$ cat src/design/dvrt_pkg.sv
`default_nettype none

package dvrt_pkg;

	// default sizes of the table and the hop limit
	localparam int NODE_COUNT_DEF = 16;
	localparam int HOP_LIMIT_DEF  = 16;

	// widest table index (covers up to 64 entries)
	localparam int IX_W = 6;

	// depth of the queues between front, back and result port
	localparam int CMD_Q_DEPTH = 2;
	localparam int RES_Q_DEPTH = 2;

	// cost codes
	localparam logic [7:0] COST_INF = 8'd255;
	localparam logic [8:0] COST_MAX = 9'd254;

	// operation codes
	localparam logic [2:0] OP_BEACON = 3'd0;
	localparam logic [2:0] OP_AGE    = 3'd1;
	localparam logic [2:0] OP_CARGO  = 3'd2;
	localparam logic [2:0] OP_REPORT = 3'd3;
	localparam logic [2:0] OP_READ   = 3'd4;

	// action codes
	localparam logic [2:0] ACT_NONE    = 3'd0;
	localparam logic [2:0] ACT_DELIVER = 3'd1;
	localparam logic [2:0] ACT_FORWARD = 3'd2;
	localparam logic [2:0] ACT_DROP    = 3'd3;
	localparam logic [2:0] ACT_REPORT  = 3'd4;

	// configuration registers
	localparam int         CFG_DATA_W  = 16;
	localparam logic       REG_OWN_ID  = 1'b0;
	localparam logic       REG_TIMEOUT = 1'b1;
	localparam logic [4:0] OWN_ID_RST  = 5'd1;
	localparam logic [15:0] TIMEOUT_RST = 16'd10;

	// RSSI thresholds in dBm and the link penalties they select
	localparam logic signed [7:0] RSSI_GOOD = -8'sd55;
	localparam logic signed [7:0] RSSI_FAIR = -8'sd70;
	localparam logic signed [7:0] RSSI_POOR = -8'sd85;
	localparam logic [7:0] PEN_GOOD = 8'd1;
	localparam logic [7:0] PEN_FAIR = 8'd4;
	localparam logic [7:0] PEN_POOR = 8'd15;
	localparam logic [7:0] PEN_BAD  = 8'd50;

	// classified item handed from the front to the back
	typedef struct packed {
		logic [2:0]      op;
		logic [4:0]      nb;
		logic [IX_W-1:0] nb_ix;
		logic [IX_W-1:0] ix;
		logic            ix_ok;
		logic            do_refresh;
		logic            do_relax;
		logic [7:0]      pen;
		logic [7:0]      prop;
		logic [31:0]     now;
		logic            own_dest;
		logic            room;
		logic [4:0]      hop_next;
		logic [4:0]      hop_sat;
		logic            label_match;
	} cmd_t;

	// one result word
	typedef struct packed {
		logic [2:0] action;
		logic       send_valid;
		logic [7:0] send_to;
		logic [4:0] hop_count_out;
		logic       append_own_id;
		logic       label_match;
		logic [7:0] cost_read;
	} res_t;

	// map beacon RSSI to a link penalty
	function automatic logic [7:0] penalty_of_rssi(input logic signed [7:0] rssi);
		logic [7:0] pen;
		if (rssi >= RSSI_GOOD) begin
			pen = PEN_GOOD;
		end else if (rssi >= RSSI_FAIR) begin
			pen = PEN_FAIR;
		end else if (rssi >= RSSI_POOR) begin
			pen = PEN_POOR;
		end else begin
			pen = PEN_BAD;
		end
		return pen;
	endfunction

endpackage

`default_nettype wire

$ cat src/design/dvrt_fifo.sv
`default_nettype none

module dvrt_fifo #(
	parameter int WIDTH = 8,
	parameter int DEPTH = 2
) (
	input  wire logic             clk,
	input  wire logic             arst_n,
	input  wire logic             push,
	input  wire logic [WIDTH-1:0] wdata,
	output logic                  full,
	input  wire logic             pop,
	output logic      [WIDTH-1:0] rdata,
	output logic                  empty
);

	localparam int PTR_W = (DEPTH > 1) ? $clog2(DEPTH) : 1;
	localparam int CNT_W = $clog2(DEPTH + 1);
	localparam logic [PTR_W-1:0] LAST_PTR = PTR_W'(DEPTH - 1);
	localparam logic [CNT_W-1:0] FULL_CNT = CNT_W'(DEPTH);

	logic [WIDTH-1:0] mem_q [DEPTH];
	logic [PTR_W-1:0] wptr_q;
	logic [PTR_W-1:0] rptr_q;
	logic [CNT_W-1:0] cnt_q;
	logic             do_push;
	logic             do_pop;

	assign full    = (cnt_q == FULL_CNT);
	assign empty   = (cnt_q == '0);
	assign do_push = push && !full;
	assign do_pop  = pop && !empty;
	assign rdata   = mem_q[rptr_q];

	// store the incoming word
	always_ff @(posedge clk) begin
		if (do_push) begin
			mem_q[wptr_q] <= wdata;
		end
	end

	// advance pointers and fill count
	always_ff @(posedge clk or negedge arst_n) begin
		if (!arst_n) begin
			wptr_q <= '0;
			rptr_q <= '0;
			cnt_q  <= '0;
		end else begin
			if (do_push) begin
				wptr_q <= (wptr_q == LAST_PTR) ? '0 : wptr_q + 1'b1;
			end
			if (do_pop) begin
				rptr_q <= (rptr_q == LAST_PTR) ? '0 : rptr_q + 1'b1;
			end
			if (do_push && !do_pop) begin
				cnt_q <= cnt_q + 1'b1;
			end else if (do_pop && !do_push) begin
				cnt_q <= cnt_q - 1'b1;
			end
		end
	end

`ifndef NO_ASSERTIONS
	a_cnt_bound: assert property (@(posedge clk) disable iff (!arst_n)
		cnt_q <= FULL_CNT) else $error("queue fill count above its depth");
	a_full_not_empty: assert property (@(posedge clk) disable iff (!arst_n)
		!(full && empty)) else $error("queue flagged full and empty at once");
`endif

endmodule

`default_nettype wire

$ cat src/design/dvrt_front.sv
`default_nettype none

module dvrt_front import dvrt_pkg::*; #(
	parameter int NODE_COUNT = NODE_COUNT_DEF,
	parameter int HOP_LIMIT  = HOP_LIMIT_DEF
) (
	input  wire logic              clk,
	input  wire logic              arst_n,
	input  wire logic              push,
	output logic                   full,
	input  wire logic [2:0]        operation,
	input  wire logic [4:0]        src_node,
	input  wire logic signed [7:0] link_rssi,
	input  wire logic [3:0]        entry_index,
	input  wire logic [7:0]        adv_cost,
	input  wire logic              beacon_first,
	input  wire logic [31:0]       now_seconds,
	input  wire logic [4:0]        final_destination,
	input  wire logic [4:0]        hop_count_in,
	input  wire logic [7:0]        actual_label,
	input  wire logic [7:0]        chosen_label,
	input  wire logic [4:0]        own_id,
	input  wire logic              cmd_pop,
	output logic                   cmd_empty,
	output cmd_t                   cmd
);

	localparam logic [7:0] NODES8 = 8'(NODE_COUNT);
	localparam logic [7:0] HOPS8  = 8'(HOP_LIMIT);

	logic [7:0] nb8;
	logic [7:0] own8;
	logic [7:0] idx8;
	logic [7:0] dest8;
	logic       nb_ok;
	logic       own_ok;
	logic       idx_ok;
	logic       dest_ok;
	logic       nb_own;
	logic       idx_own;
	logic [8:0] sum;
	cmd_t       cmd_in;
	logic [$bits(cmd_t)-1:0] q_rdata;

	// range checks on the ids of the item
	assign nb8     = {3'b0, src_node};
	assign own8    = {3'b0, own_id};
	assign idx8    = {4'b0, entry_index};
	assign dest8   = {3'b0, final_destination};
	assign nb_ok   = (nb8 != 8'd0) && (nb8 <= NODES8);
	assign own_ok  = (own8 != 8'd0) && (own8 <= NODES8);
	assign idx_ok  = idx8 < NODES8;
	assign dest_ok = (dest8 != 8'd0) && (dest8 <= NODES8);
	assign nb_own  = own_ok && (nb8 == own8);
	assign idx_own = own_ok && (idx8 == own8 - 8'd1);

	// classify the item
	always_comb begin
		cmd_in            = '0;
		cmd_in.op         = operation;
		cmd_in.nb         = src_node;
		cmd_in.nb_ix      = IX_W'(nb8 - 8'd1);
		cmd_in.pen        = penalty_of_rssi(link_rssi);
		sum               = {1'b0, adv_cost} + {1'b0, cmd_in.pen};
		cmd_in.prop       = (sum > COST_MAX) ? COST_INF : sum[7:0];
		cmd_in.now        = now_seconds;
		cmd_in.do_refresh = nb_ok && !nb_own && beacon_first;
		cmd_in.do_relax   = nb_ok && !nb_own && idx_ok && !idx_own &&
			(adv_cost != COST_INF);
		if (operation == OP_CARGO) begin
			cmd_in.ix    = IX_W'(dest8 - 8'd1);
			cmd_in.ix_ok = dest_ok;
		end else begin
			cmd_in.ix    = IX_W'(idx8);
			cmd_in.ix_ok = idx_ok;
		end
		cmd_in.own_dest    = (final_destination == own_id);
		cmd_in.room        = {3'b0, hop_count_in} < HOPS8;
		cmd_in.hop_next    = hop_count_in + 5'd1;
		cmd_in.hop_sat     = cmd_in.room ? hop_count_in : HOPS8[4:0];
		cmd_in.label_match = (actual_label == chosen_label);
	end

	// queue toward the back end
	dvrt_fifo #(
		.WIDTH ($bits(cmd_t)),
		.DEPTH (CMD_Q_DEPTH)
	) u_cmd_q (
		.clk    (clk),
		.arst_n (arst_n),
		.push   (push),
		.wdata  (cmd_in),
		.full   (full),
		.pop    (cmd_pop),
		.rdata  (q_rdata),
		.empty  (cmd_empty)
	);

	assign cmd = cmd_t'(q_rdata);

endmodule

`default_nettype wire

$ cat src/design/dvrt_back.sv
`default_nettype none

module dvrt_back import dvrt_pkg::*; #(
	parameter int NODE_COUNT = NODE_COUNT_DEF
) (
	input  wire logic                  clk,
	input  wire logic                  arst_n,
	input  wire logic                  cfg_valid,
	output logic                       cfg_ready,
	input  wire logic                  cfg_index,
	input  wire logic [CFG_DATA_W-1:0] cfg_data,
	output logic [4:0]                 own_id,
	input  wire logic                  cmd_empty,
	input  wire cmd_t                  cmd,
	output logic                       cmd_pop,
	input  wire logic                  res_full,
	output logic                       res_push,
	output res_t                       res
);

	localparam int IDX_W = (NODE_COUNT > 1) ? $clog2(NODE_COUNT) : 1;
	localparam logic [IDX_W-1:0] LAST_IX    = IDX_W'(NODE_COUNT - 1);
	localparam logic [IDX_W-1:0] OWN_RST_IX = IDX_W'(int'(OWN_ID_RST) - 1);
	localparam logic [7:0]       NODES8     = 8'(NODE_COUNT);

	localparam logic [2:0] ST_IDLE    = 3'd0;
	localparam logic [2:0] ST_REFRESH = 3'd1;
	localparam logic [2:0] ST_RELAX   = 3'd2;
	localparam logic [2:0] ST_AGE     = 3'd3;
	localparam logic [2:0] ST_LOOK    = 3'd4;
	localparam logic [2:0] ST_DONE    = 3'd5;

	logic [2:0]       state_q;
	cmd_t             cmd_q;
	logic [IDX_W-1:0] age_cnt_q;
	res_t             res_q;
	logic [4:0]       own_q;
	logic [15:0]      tmo_q;
	logic [7:0]       cost_q [NODE_COUNT];
	logic [7:0]       nh_q   [NODE_COUNT];
	logic [31:0]      seen_q [NODE_COUNT];

	logic             start;
	logic [7:0]       own8;
	logic             own_ok;
	logic [IDX_W-1:0] own_ix;
	logic [7:0]       cfg_own8;
	logic             cfg_own_ok;
	logic [IDX_W-1:0] cfg_own_ix;
	logic [IDX_W-1:0] nb_ix;
	logic [IDX_W-1:0] rd_ix;
	logic [7:0]       rd_cost;
	logic [7:0]       rd_nh;
	logic [31:0]      rd_seen;
	logic [7:0]       home;
	logic             home_ok;
	logic [7:0]       nh_dest;
	logic             better;
	logic             via_nb;
	logic [31:0]      age;
	logic             age_skip;
	logic             stale;
	res_t             look_res;

	assign cfg_ready = 1'b1;
	assign own_id    = own_q;
	assign res       = res_q;

	// own entry position, now and for a pending write
	assign own8       = {3'b0, own_q};
	assign own_ok     = (own8 != 8'd0) && (own8 <= NODES8);
	assign own_ix     = IDX_W'(own8 - 8'd1);
	assign cfg_own8   = {3'b0, cfg_data[4:0]};
	assign cfg_own_ok = (cfg_own8 != 8'd0) && (cfg_own8 <= NODES8);
	assign cfg_own_ix = IDX_W'(cfg_own8 - 8'd1);

	// start a new word once the previous result is handed on
	assign start    = (state_q == ST_IDLE) || ((state_q == ST_DONE) && !res_full);
	assign cmd_pop  = start && !cmd_empty;
	assign res_push = (state_q == ST_DONE) && !res_full;

	// table read port, beside a fixed read of entry 0 for the home next hop
	assign nb_ix   = cmd_q.nb_ix[IDX_W-1:0];
	assign rd_ix   = (state_q == ST_AGE) ? age_cnt_q : cmd_q.ix[IDX_W-1:0];
	assign rd_cost = cost_q[rd_ix];
	assign rd_nh   = nh_q[rd_ix];
	assign rd_seen = seen_q[rd_ix];
	assign home    = nh_q[0];
	assign home_ok = (home != COST_INF);

	// relaxation and aging decisions
	assign better   = cmd_q.prop < rd_cost;
	assign via_nb   = (rd_nh == {3'b0, cmd_q.nb});
	assign age      = cmd_q.now - rd_seen;
	assign stale    = age > {16'b0, tmo_q};
	assign age_skip = (own_ok && (age_cnt_q == own_ix)) || (rd_cost == COST_INF);
	assign nh_dest  = cmd_q.ix_ok ? rd_nh : COST_INF;

	// cargo, report and read results
	always_comb begin
		look_res = '0;
		case (cmd_q.op)
			OP_CARGO: begin
				if (cmd_q.own_dest) begin
					look_res.action        = ACT_DELIVER;
					look_res.append_own_id = cmd_q.room;
					look_res.hop_count_out = cmd_q.room ? cmd_q.hop_next : cmd_q.hop_sat;
					look_res.label_match   = cmd_q.label_match;
					look_res.send_valid    = home_ok;
					look_res.send_to       = home_ok ? home : 8'd0;
				end else if ((nh_dest != COST_INF) && cmd_q.room) begin
					look_res.action        = ACT_FORWARD;
					look_res.append_own_id = 1'b1;
					look_res.hop_count_out = cmd_q.hop_next;
					look_res.send_valid    = 1'b1;
					look_res.send_to       = nh_dest;
				end else begin
					look_res.action        = ACT_DROP;
					look_res.hop_count_out = cmd_q.hop_sat;
					look_res.send_valid    = home_ok;
					look_res.send_to       = home_ok ? home : 8'd0;
				end
			end
			OP_REPORT: begin
				if (home_ok) begin
					look_res.action     = ACT_REPORT;
					look_res.send_valid = 1'b1;
					look_res.send_to    = home;
				end
			end
			OP_READ: begin
				look_res.cost_read = cmd_q.ix_ok ? rd_cost : COST_INF;
			end
			default: begin
				look_res = '0;
			end
		endcase
	end

	// sequencer and configuration registers
	always_ff @(posedge clk or negedge arst_n) begin
		if (!arst_n) begin
			state_q   <= ST_IDLE;
			cmd_q     <= '0;
			age_cnt_q <= '0;
			res_q     <= '0;
			own_q     <= OWN_ID_RST;
			tmo_q     <= TIMEOUT_RST;
		end else begin
			unique case (state_q)
				ST_IDLE, ST_DONE: begin
					if (start) begin
						if (!cmd_empty) begin
							cmd_q <= cmd;
							res_q <= '0;
							if (cmd.op == OP_BEACON) begin
								state_q <= cmd.do_refresh ? ST_REFRESH : ST_RELAX;
							end else if (cmd.op == OP_AGE) begin
								state_q <= ST_AGE;
							end else begin
								state_q <= ST_LOOK;
							end
						end else begin
							state_q <= ST_IDLE;
						end
					end
				end
				ST_REFRESH: begin
					state_q <= ST_RELAX;
				end
				ST_RELAX: begin
					state_q <= ST_DONE;
				end
				ST_AGE: begin
					if (age_cnt_q == LAST_IX) begin
						age_cnt_q <= '0;
						state_q   <= ST_DONE;
					end else begin
						age_cnt_q <= age_cnt_q + 1'b1;
					end
				end
				ST_LOOK: begin
					res_q   <= look_res;
					state_q <= ST_DONE;
				end
				default: begin
					state_q <= ST_IDLE;
				end
			endcase
			if (cfg_valid) begin
				unique case (cfg_index)
					REG_OWN_ID:  own_q <= cfg_data[4:0];
					REG_TIMEOUT: tmo_q <= cfg_data;
					default:     tmo_q <= tmo_q;
				endcase
			end
		end
	end

	// route table: sequencer updates plus own-entry writes from configuration, which pin the own entry
	always_ff @(posedge clk or negedge arst_n) begin
		if (!arst_n) begin
			for (int i = 0; i < NODE_COUNT; i++) begin
				cost_q[i] <= (IDX_W'(i) == OWN_RST_IX) ? 8'd0 : COST_INF;
				nh_q[i]   <= (IDX_W'(i) == OWN_RST_IX) ? {3'b0, OWN_ID_RST} : COST_INF;
				seen_q[i] <= '0;
			end
		end else begin
			if (state_q == ST_REFRESH) begin
				cost_q[nb_ix] <= cmd_q.pen;
				nh_q[nb_ix]   <= {3'b0, cmd_q.nb};
				seen_q[nb_ix] <= cmd_q.now;
			end
			if ((state_q == ST_RELAX) && cmd_q.do_relax) begin
				if (better) begin
					cost_q[rd_ix] <= cmd_q.prop;
					nh_q[rd_ix]   <= {3'b0, cmd_q.nb};
					seen_q[rd_ix] <= cmd_q.now;
				end else if (via_nb) begin
					cost_q[rd_ix] <= cmd_q.prop;
					seen_q[rd_ix] <= cmd_q.now;
				end
			end
			if ((state_q == ST_AGE) && !age_skip && stale) begin
				cost_q[rd_ix] <= COST_INF;
			end
			if (cfg_valid && (cfg_index == REG_OWN_ID) && cfg_own_ok) begin
				cost_q[cfg_own_ix] <= 8'd0;
				nh_q[cfg_own_ix]   <= cfg_own8;
			end
		end
	end

`ifndef NO_ASSERTIONS
	a_own_entry: assert property (@(posedge clk) disable iff (!arst_n)
		own_ok |-> (cost_q[own_ix] == 8'd0) && (nh_q[own_ix] == own8))
		else $error("own route entry lost cost zero or its own next hop");
	a_age_cnt_idle: assert property (@(posedge clk) disable iff (!arst_n)
		(state_q != ST_AGE) |-> (age_cnt_q == '0))
		else $error("aging counter left nonzero outside the aging walk");
	a_pop_starts: assert property (@(posedge clk) disable iff (!arst_n)
		cmd_pop |=> (state_q != ST_IDLE) && (state_q != ST_DONE))
		else $error("word taken from the queue without starting work");
`endif

endmodule

`default_nettype wire

$ cat src/design/distance_vector_route_table.sv
// Distance-vector route table of one mesh node.
// Input channel: a word is taken on a clock edge with push high and full low.
// It carries one operation: beacon entry, table aging, cargo routing, report
// passing or cost read. Result channel: while empty is low the oldest result
// sits on the result ports; pop with empty low takes it. Every input word
// gives exactly one result word, in order.
// Configuration: cfg_valid/cfg_ready write own_node_id (index 0) and
// stale_timeout_seconds (index 1); write only while no word is in flight.
// Sequencing: a front queue of two words holds classified items, the back end
// runs them one at a time. Cargo, report and read pass a lookup state, a beacon
// a refresh state (only when refreshing) and a relax state, and aging walks all
// NODE_COUNT entries (one table entry a cycle); each ends in a done state.
// Reset: all costs and next hops become 255, timestamps zero, own id 1 with
// its entry at cost 0 and next hop 1; usable once reset is released.
// A stalled receiver fills the two-word result queue, then the back end
// holds, then the command queue fills and full rises.
`default_nettype none

module distance_vector_route_table import dvrt_pkg::*; #(
	parameter int NODE_COUNT = NODE_COUNT_DEF,
	parameter int HOP_LIMIT  = HOP_LIMIT_DEF
) (
	input  wire logic                  clk,
	input  wire logic                  arst_n,
	input  wire logic                  push,
	output logic                       full,
	input  wire logic [2:0]            operation,
	input  wire logic [4:0]            src_node,
	input  wire logic signed [7:0]     link_rssi,
	input  wire logic [3:0]            entry_index,
	input  wire logic [7:0]            adv_cost,
	input  wire logic                  beacon_first,
	input  wire logic [31:0]           now_seconds,
	input  wire logic [4:0]            final_destination,
	input  wire logic [4:0]            hop_count_in,
	input  wire logic [7:0]            actual_label,
	input  wire logic [7:0]            chosen_label,
	output logic                       empty,
	input  wire logic                  pop,
	output logic [2:0]                 action,
	output logic                       send_valid,
	output logic [7:0]                 send_to,
	output logic [4:0]                 hop_count_out,
	output logic                       append_own_id,
	output logic                       label_match,
	output logic [7:0]                 cost_read,
	input  wire logic                  cfg_valid,
	output logic                       cfg_ready,
	input  wire logic                  cfg_index,
	input  wire logic [CFG_DATA_W-1:0] cfg_data
);

	logic [4:0] own_id;
	logic       cmd_pop;
	logic       cmd_empty;
	cmd_t       cmd;
	logic       res_full;
	logic       res_push;
	res_t       res;
	logic [$bits(res_t)-1:0] res_rdata;
	res_t       res_out;

	// accept and classify
	dvrt_front #(
		.NODE_COUNT (NODE_COUNT),
		.HOP_LIMIT  (HOP_LIMIT)
	) u_front (
		.clk               (clk),
		.arst_n            (arst_n),
		.push              (push),
		.full              (full),
		.operation         (operation),
		.src_node          (src_node),
		.link_rssi         (link_rssi),
		.entry_index       (entry_index),
		.adv_cost          (adv_cost),
		.beacon_first      (beacon_first),
		.now_seconds       (now_seconds),
		.final_destination (final_destination),
		.hop_count_in      (hop_count_in),
		.actual_label      (actual_label),
		.chosen_label      (chosen_label),
		.own_id            (own_id),
		.cmd_pop           (cmd_pop),
		.cmd_empty         (cmd_empty),
		.cmd               (cmd)
	);

	// table and sequencer
	dvrt_back #(
		.NODE_COUNT (NODE_COUNT)
	) u_back (
		.clk       (clk),
		.arst_n    (arst_n),
		.cfg_valid (cfg_valid),
		.cfg_ready (cfg_ready),
		.cfg_index (cfg_index),
		.cfg_data  (cfg_data),
		.own_id    (own_id),
		.cmd_empty (cmd_empty),
		.cmd       (cmd),
		.cmd_pop   (cmd_pop),
		.res_full  (res_full),
		.res_push  (res_push),
		.res       (res)
	);

	// result queue toward the receiver
	dvrt_fifo #(
		.WIDTH ($bits(res_t)),
		.DEPTH (RES_Q_DEPTH)
	) u_res_q (
		.clk    (clk),
		.arst_n (arst_n),
		.push   (res_push),
		.wdata  (res),
		.full   (res_full),
		.pop    (pop),
		.rdata  (res_rdata),
		.empty  (empty)
	);

	assign res_out       = res_t'(res_rdata);
	assign action        = res_out.action;
	assign send_valid    = res_out.send_valid;
	assign send_to       = res_out.send_to;
	assign hop_count_out = res_out.hop_count_out;
	assign append_own_id = res_out.append_own_id;
	assign label_match   = res_out.label_match;
	assign cost_read     = res_out.cost_read;

endmodule

`default_nettype wire
$ cat config.mk
export PLATFORM = sky130hd
export DESIGN_NAME = distance_vector_route_table
export DESIGN_NICKNAME = d
export VERILOG_FILES = /design/src/design/dvrt_pkg.sv /design/src/design/dvrt_fifo.sv /design/src/design/dvrt_front.sv /design/src/design/dvrt_back.sv /design/src/design/distance_vector_route_table.sv
export SDC_FILE = /design/constraint.sdc
export NUM_CORES = 2
export LEC_CHECK = 0
export BUFFER_PORTS_ARGS = -buffer_cell sky130_fd_sc_hd__clkbuf_2
export CELL_PAD_IN_SITES_DETAIL_PLACEMENT = 0
export CELL_PAD_IN_SITES_GLOBAL_PLACEMENT = 1
export CORE_MARGIN = 2
export CORE_UTILIZATION = 50
export DETAILED_ROUTE_END_ITERATION = 8
export GPL_TIMING_DRIVEN = 0
export PLACE_DENSITY_LB_ADDON = 0.2
export SYNTH_ARGS = -nofsm -noshare
export SYNTH_HDL_FRONTEND = slang
export SYNTH_HIERARCHICAL = 1
export SYNTH_SLANG_ARGS = --single-unit
$ cat constraint.sdc
create_clock -name clk -period 11.7 [get_ports clk]
set_input_delay 1.17 -clock clk [delete_from_list [all_inputs] [get_ports clk]]
set_output_delay 1.17 -clock clk [all_outputs]
set_load 0.05 [all_outputs]
Word level (Yosys, flattened, before mapping). Memories as Yosys holds them, arrays and structs flattened. Cells that the tools add are included.

Flip-flop bits (word level): 910. Memory bits (writable): 222. Input port bits: 109. Output and inout port bits: 30. Logic and storage cells: 293. Memories: 2.

Memories: u_front.u_cmd_q.mem_q (depth 2, bits a word 84, rd ports 1, clocked after Yosys merged registers in 0, wr ports 1, RTL line dvrt_fifo.sv:22) `logic [WIDTH-1:0] mem_q [DEPTH];`; u_res_q.mem_q (depth 2, bits a word 27, rd ports 1, clocked after Yosys merged registers in 0, wr ports 1, RTL line dvrt_fifo.sv:22).

Add/sub/neg operators: 16. Order comparisons: 18. Equality and inequality tests: 26. Multiplexer cells: 82. Bitwise operators: 8. Reductions and logical operators: 62.

Operators with widths (count): $mux 512 (4); $mux 128 (10); $bwmux 512 (2); $bwmux 128 (5); $demux 32 s4 (2); $and 128x128->128 (1); $bmux 32 s4 (1); $mux 32 (4); $not 128->128 (1); $or 128x128->128 (1); $mux 8 (14); $demux 8 s4 (3); $bmux 8 s4 (2); $mux 27 (2); $pmux 27 s2 (1); $gt 32x16->1 (1); $reduce_bool 8->1 (4); $sub 32x32->32 (1); $logic_and 1x1->1 (31); $ne 8x8->1 const B (3); $pmux 12 s2 (1); $le 5x5->1 const B (4); $sub 5x1->6 const B (3); $mux 17 (1); 48 further kinds (110).

Logic depth before layout (Yosys ltp).
Depth after elaboration: 15. Mapped depth: 36. Gate-level depth less buffers: 29.

Hierarchy. Netlist, hierarchy kept.

By module, submodules not included: dvrt_back (instances 1, cells each 3965, area each 47185.3 µm², sequential area each 22876.9 µm²); dvrt_fifo at u_front.u_cmd_q (instances 1, cells each 280, area each 6266.0 µm², sequential area each 5144.9 µm²); dvrt_fifo at u_res_q (instances 1, cells each 103, area each 2244.7 µm², sequential area each 1721.7 µm²); dvrt_front (instances 1, cells each 155, area each 1143.6 µm², sequential area each 0.0 µm²).

Least setup slack after synthesis. OpenSTA, ideal clock, no wires.

Path kind: register -> register. From: register u_back.age_cnt_q[0]. To: register u_back/cost_q[121] (netlist name). Setup time: 0.136 ns. Arrival: 7.090 ns. Required time: 11.564 ns. Setup slack: 4.474 ns. Stages on the path, launching flop included: 36. Buffers on the path: 7. Period minus slack after synthesis: 7.226 ns. Cell sequence: dfrtp_1 -> buf_2 -> and4b_1 -> a21o_1 -> clkbuf_1 -> buf_2 -> clkbuf_1 -> clkbuf_1 -> buf_1 -> mux4_2 -> nand2_1 -> nand3_1 -> nand2_1 -> ha_1 -> a21o_1 -> a21oi_1 -> nand2_1 -> and2_1 -> o21ai_0 -> nand2b_1 -> a21o_1 -> a21oi_1 -> xnor2_1 -> ha_1 -> nand4_1 -> a211o_1 -> a31oi_1 -> nor3_1 -> o221a_2 -> nand4_1 -> a211o_1 -> nor4_1 -> a41oi_1 -> buf_2 -> nand2_1 -> a21oi_1.

Longest elaborated chain between the ends: 14. Elaborated cells on any way between the ends: 35. Those cells by class: add/sub (1); order compare (4); eq/ne (3); mux (18); bitwise (3); reduce/logical (6).

Ends and longest elaborated chain: start: declaration (RTL line dvrt_back.sv:35) `logic [IDX_W-1:0] age_cnt_q;`; start signal: assignment (RTL line dvrt_back.sv:179) `age_cnt_q <= age_cnt_q + 1'b1;`; branches (longest 11 deep; another with $sub 32x32->32); $mux 128 (*) (RTL line dvrt_back.sv:224) `if ((state_q == ST_AGE) && !age_skip && stale) begin`; $and 128x128->128 (no source line); $mux 128 (*) (RTL line dvrt_back.sv:227) `if (cfg_valid && (cfg_index == REG_OWN_ID) && cfg_own_ok) begin`; end signal: indexed assignment (RTL line dvrt_back.sv:210) `cost_q[nb_ix] <= cmd_q.pen;`; end signal: indexed assignment (RTL line dvrt_back.sv:216) `cost_q[rd_ix] <= cmd_q.prop;`; end signal: indexed assignment (RTL line dvrt_back.sv:220) `cost_q[rd_ix] <= cmd_q.prop;`; end: declaration (RTL line dvrt_back.sv:39) `logic [7:0] cost_q [NODE_COUNT];`.

Every way passes the cells marked *. The select of a mux whose other input is x is not followed. A chain may end at the register's enable or synchronous reset.

Worst setup path in the final report.
From: register u_back.age_cnt_q[1]. To: register u_back/cost_q[109] (netlist name).

The elaborated chain is that of the path after synthesis.

==> impl_metrics.json <==
{
  "run_status": "completed",
  "route.vias.total": 38096,
  "cts.root.buffer_cell": "clkbuf_16",
  "cp_data_required_time_ns": 12.33,
  "syn-instance-count": 4484,
  "cts_setup_buffers": 0,
  "die-area_um2": 116000,
  "multi_input_area_um2": 25400,
  "cp_slowest_stage_delay_ns": 0.92,
  "timing.final.hold_violations": 0,
  "register_area_um2": 29500,
  "finalHoldWorstSlack_ns": 0.469,
  "setup.worst_path.end_class": "register",
  "layout_common_cells": "dfrtp_1, nand2_1, mux2_2, mux2i_1, mux2_1",
  "grt_max_degree": 114,
  "total_congestion_overflow": 0,
  "synthesis.area_per_instance_um2": 12.6,
  "drive_above_1_share_pct": 28.8,
  "row_count": 123,
  "number_of_buffer_cells_added_on_primary_ports": 135,
  "grt_pass1_vias": 38558,
  "crit_top_cell": "clkbuf_1",
  "post_drt_wl_per_cell_um": 26.7,
  "nFillCells": 9561,
  "dp_hpwl_um": 123000,
  "post_route_drc": 0,
  "cts.repair.resized": 0,
  "transition_at_the_pin_with_the_smallest_max_transition_slack_ns": 1.37,
  "timing.final.crit_share_pct": 93.0,
  "syn2layout_area_growth_pct": 12.3,
  "detail_route.iter0.violations": 3228,
  "crit_path_max_delay_cell_type": "a41oi_1",
  "place.gp.congestion": 0.948,
  "route.detailed.vias_per_inst": 5.99,
  "critical_path_arrival_ns": 11.52,
  "placeableCoreArea_um2": 112000,
  "timing.hold.worst.class": "reg -> reg",
  "mostFrequentLayoutCell": "dfrtp_1",
  "overall_global_routing_resource_usage_pct": 29.4,
  "setup.worst_path.start_class": "register",
  "synth_warnings": 6,
  "grt_first_pass_wirelength_um": 254000,
  "post_cts_hold_buffer_count": 0,
  "detail_route.wirelength_um": 170000,
  "max_frequency_ghz": 0.0919,
  "vdd.ir_drop.worst_v": 0.000255,
  "setup_violations": 0,
  "tritoncts.num_buffers": 117,
  "die_w_um": 340,
  "cts_tree": "built",
  "tritoncts_num_sinks": 1124,
  "crit_fanout": 10,
  "netlist_area_um2": 56500,
  "die_extent_in_y_um": 340,
  "antenna_found_initial": 7,
  "finalClockSkew_ns": 0.0225,
  "antenna_left": 0,
  "design.portCount": 139,
  "min_period_ns": 10.89,
  "cts_htree_levels": 3,
  "setup_tns_ns": 0,
  "criticalPathCategory": "reg -> reg",
  "finalNetCount": 4937,
  "worst_skew_pair.late_latency_ns": 0.73,
  "power.static_leakage_uw": 0.0288,
  "slew_violations": 0,
  "clkTransAtPathRegs_ns": 0.06,
  "cts_max_path_buffers": 3,
  "setup_repair_after_global_routing_missed_its_margin": "no",
  "pre_repair_dr_iteration_count": 6,
  "start_util_pct": 50.3,
  "slew_headroom_pct": 8.99,
  "cap_viol_max_count": 0,
  "cellPowerDensity_nw_per_um2": 316
}
area by class of cell:
class	instances	area share, %
flip-flops and latches	1124	46.5
multi-input cells	2996	39.9
clock buffers	175	5.46
well taps	1500	2.96
plain buffers	303	2.31
repair buffers	149	1.63
clock inverters	46	0.848
inverters	64	0.378
diodes	1	0.00394
metal layers:
layer,wire [µm],GRT usage [%],vias up
met5,11,0,-
met4,6690,10.3,2
met2,80300,47.5,1247
met1,72500,40.3,19650
li1,-,-,16910
met3,10400,4.95,287
stage by stage:
step	power, µW	area, µm²	util, %	instances	setup slack [ns]
after floorplan	13000	56500	-	4487	4.47
after global placement	16000	59100	52.6	6122	-12.99
after detailed placement	16100	59400	52.9	6135	1.05
after CTS	20000	63400	56.5	6356	1.01
after global routing	21200	63500	56.5	6358	0.358
final	20100	63500	56.5	6358	0.813
path summary, 6_finish.rpt:
path | startpoint | end | slack (ns) | depth (start not counted)
min | u_back/res[11] | u_res_q/mem_q[0][11] | 0.47 | 0
min in group asynchronous | arst_n | u_back/seen_q[13] | 0.49 | 1
max | u_back/age_cnt_q[1] | u_back/cost_q[109] | 0.81 | 32
max in group asynchronous | arst_n | u_back/seen_q[253] | 9.17 | 4
max reg2reg | u_back/age_cnt_q[1] | u_back/cost_q[109] | 0.81 | 32
min reg2reg | u_back/res[11] | u_res_q/mem_q[0][11] | 0.47 | 0
flip-flops by register name, indices dropped and copies added (netlist names), 3 cells and up:
name / flops
u_back/seen_q: 512
u_front/u_cmd_q/mem_q: 160
u_back/cost_q: 128
u_back/nh_q: 120
u_back/cmd_q: 79
u_res_q/mem_q: 54
u_back/res: 27
u_back/tmo_q: 16
u_back/home: 8
u_back/own_id: 5
u_back/age_cnt_q: 4
u_back/state_q: 3
worst max-delay path, delay by kind of cell, from the launching register on:
kind,cells,cell delay (ns)
DFF,1,0.34
AOI/OAI and AO/OA,8,2.96
muxes,1,0.41
buffers and inverters,9,4.46
adders and majority gates,2,0.60
xor gates and xnor gates,1,0.07
and+or+nand+nor,11,1.89
report_power, final:
group / leakage (µW) / switching [µW] / internal [µW]
clock: 0.00198 / 1610 / 2250
combinational: 0.0136 / 5620 / 3870
sequential: 0.0133 / 957 / 5760
No activity file was read; power rests on OpenSTA's default activity.
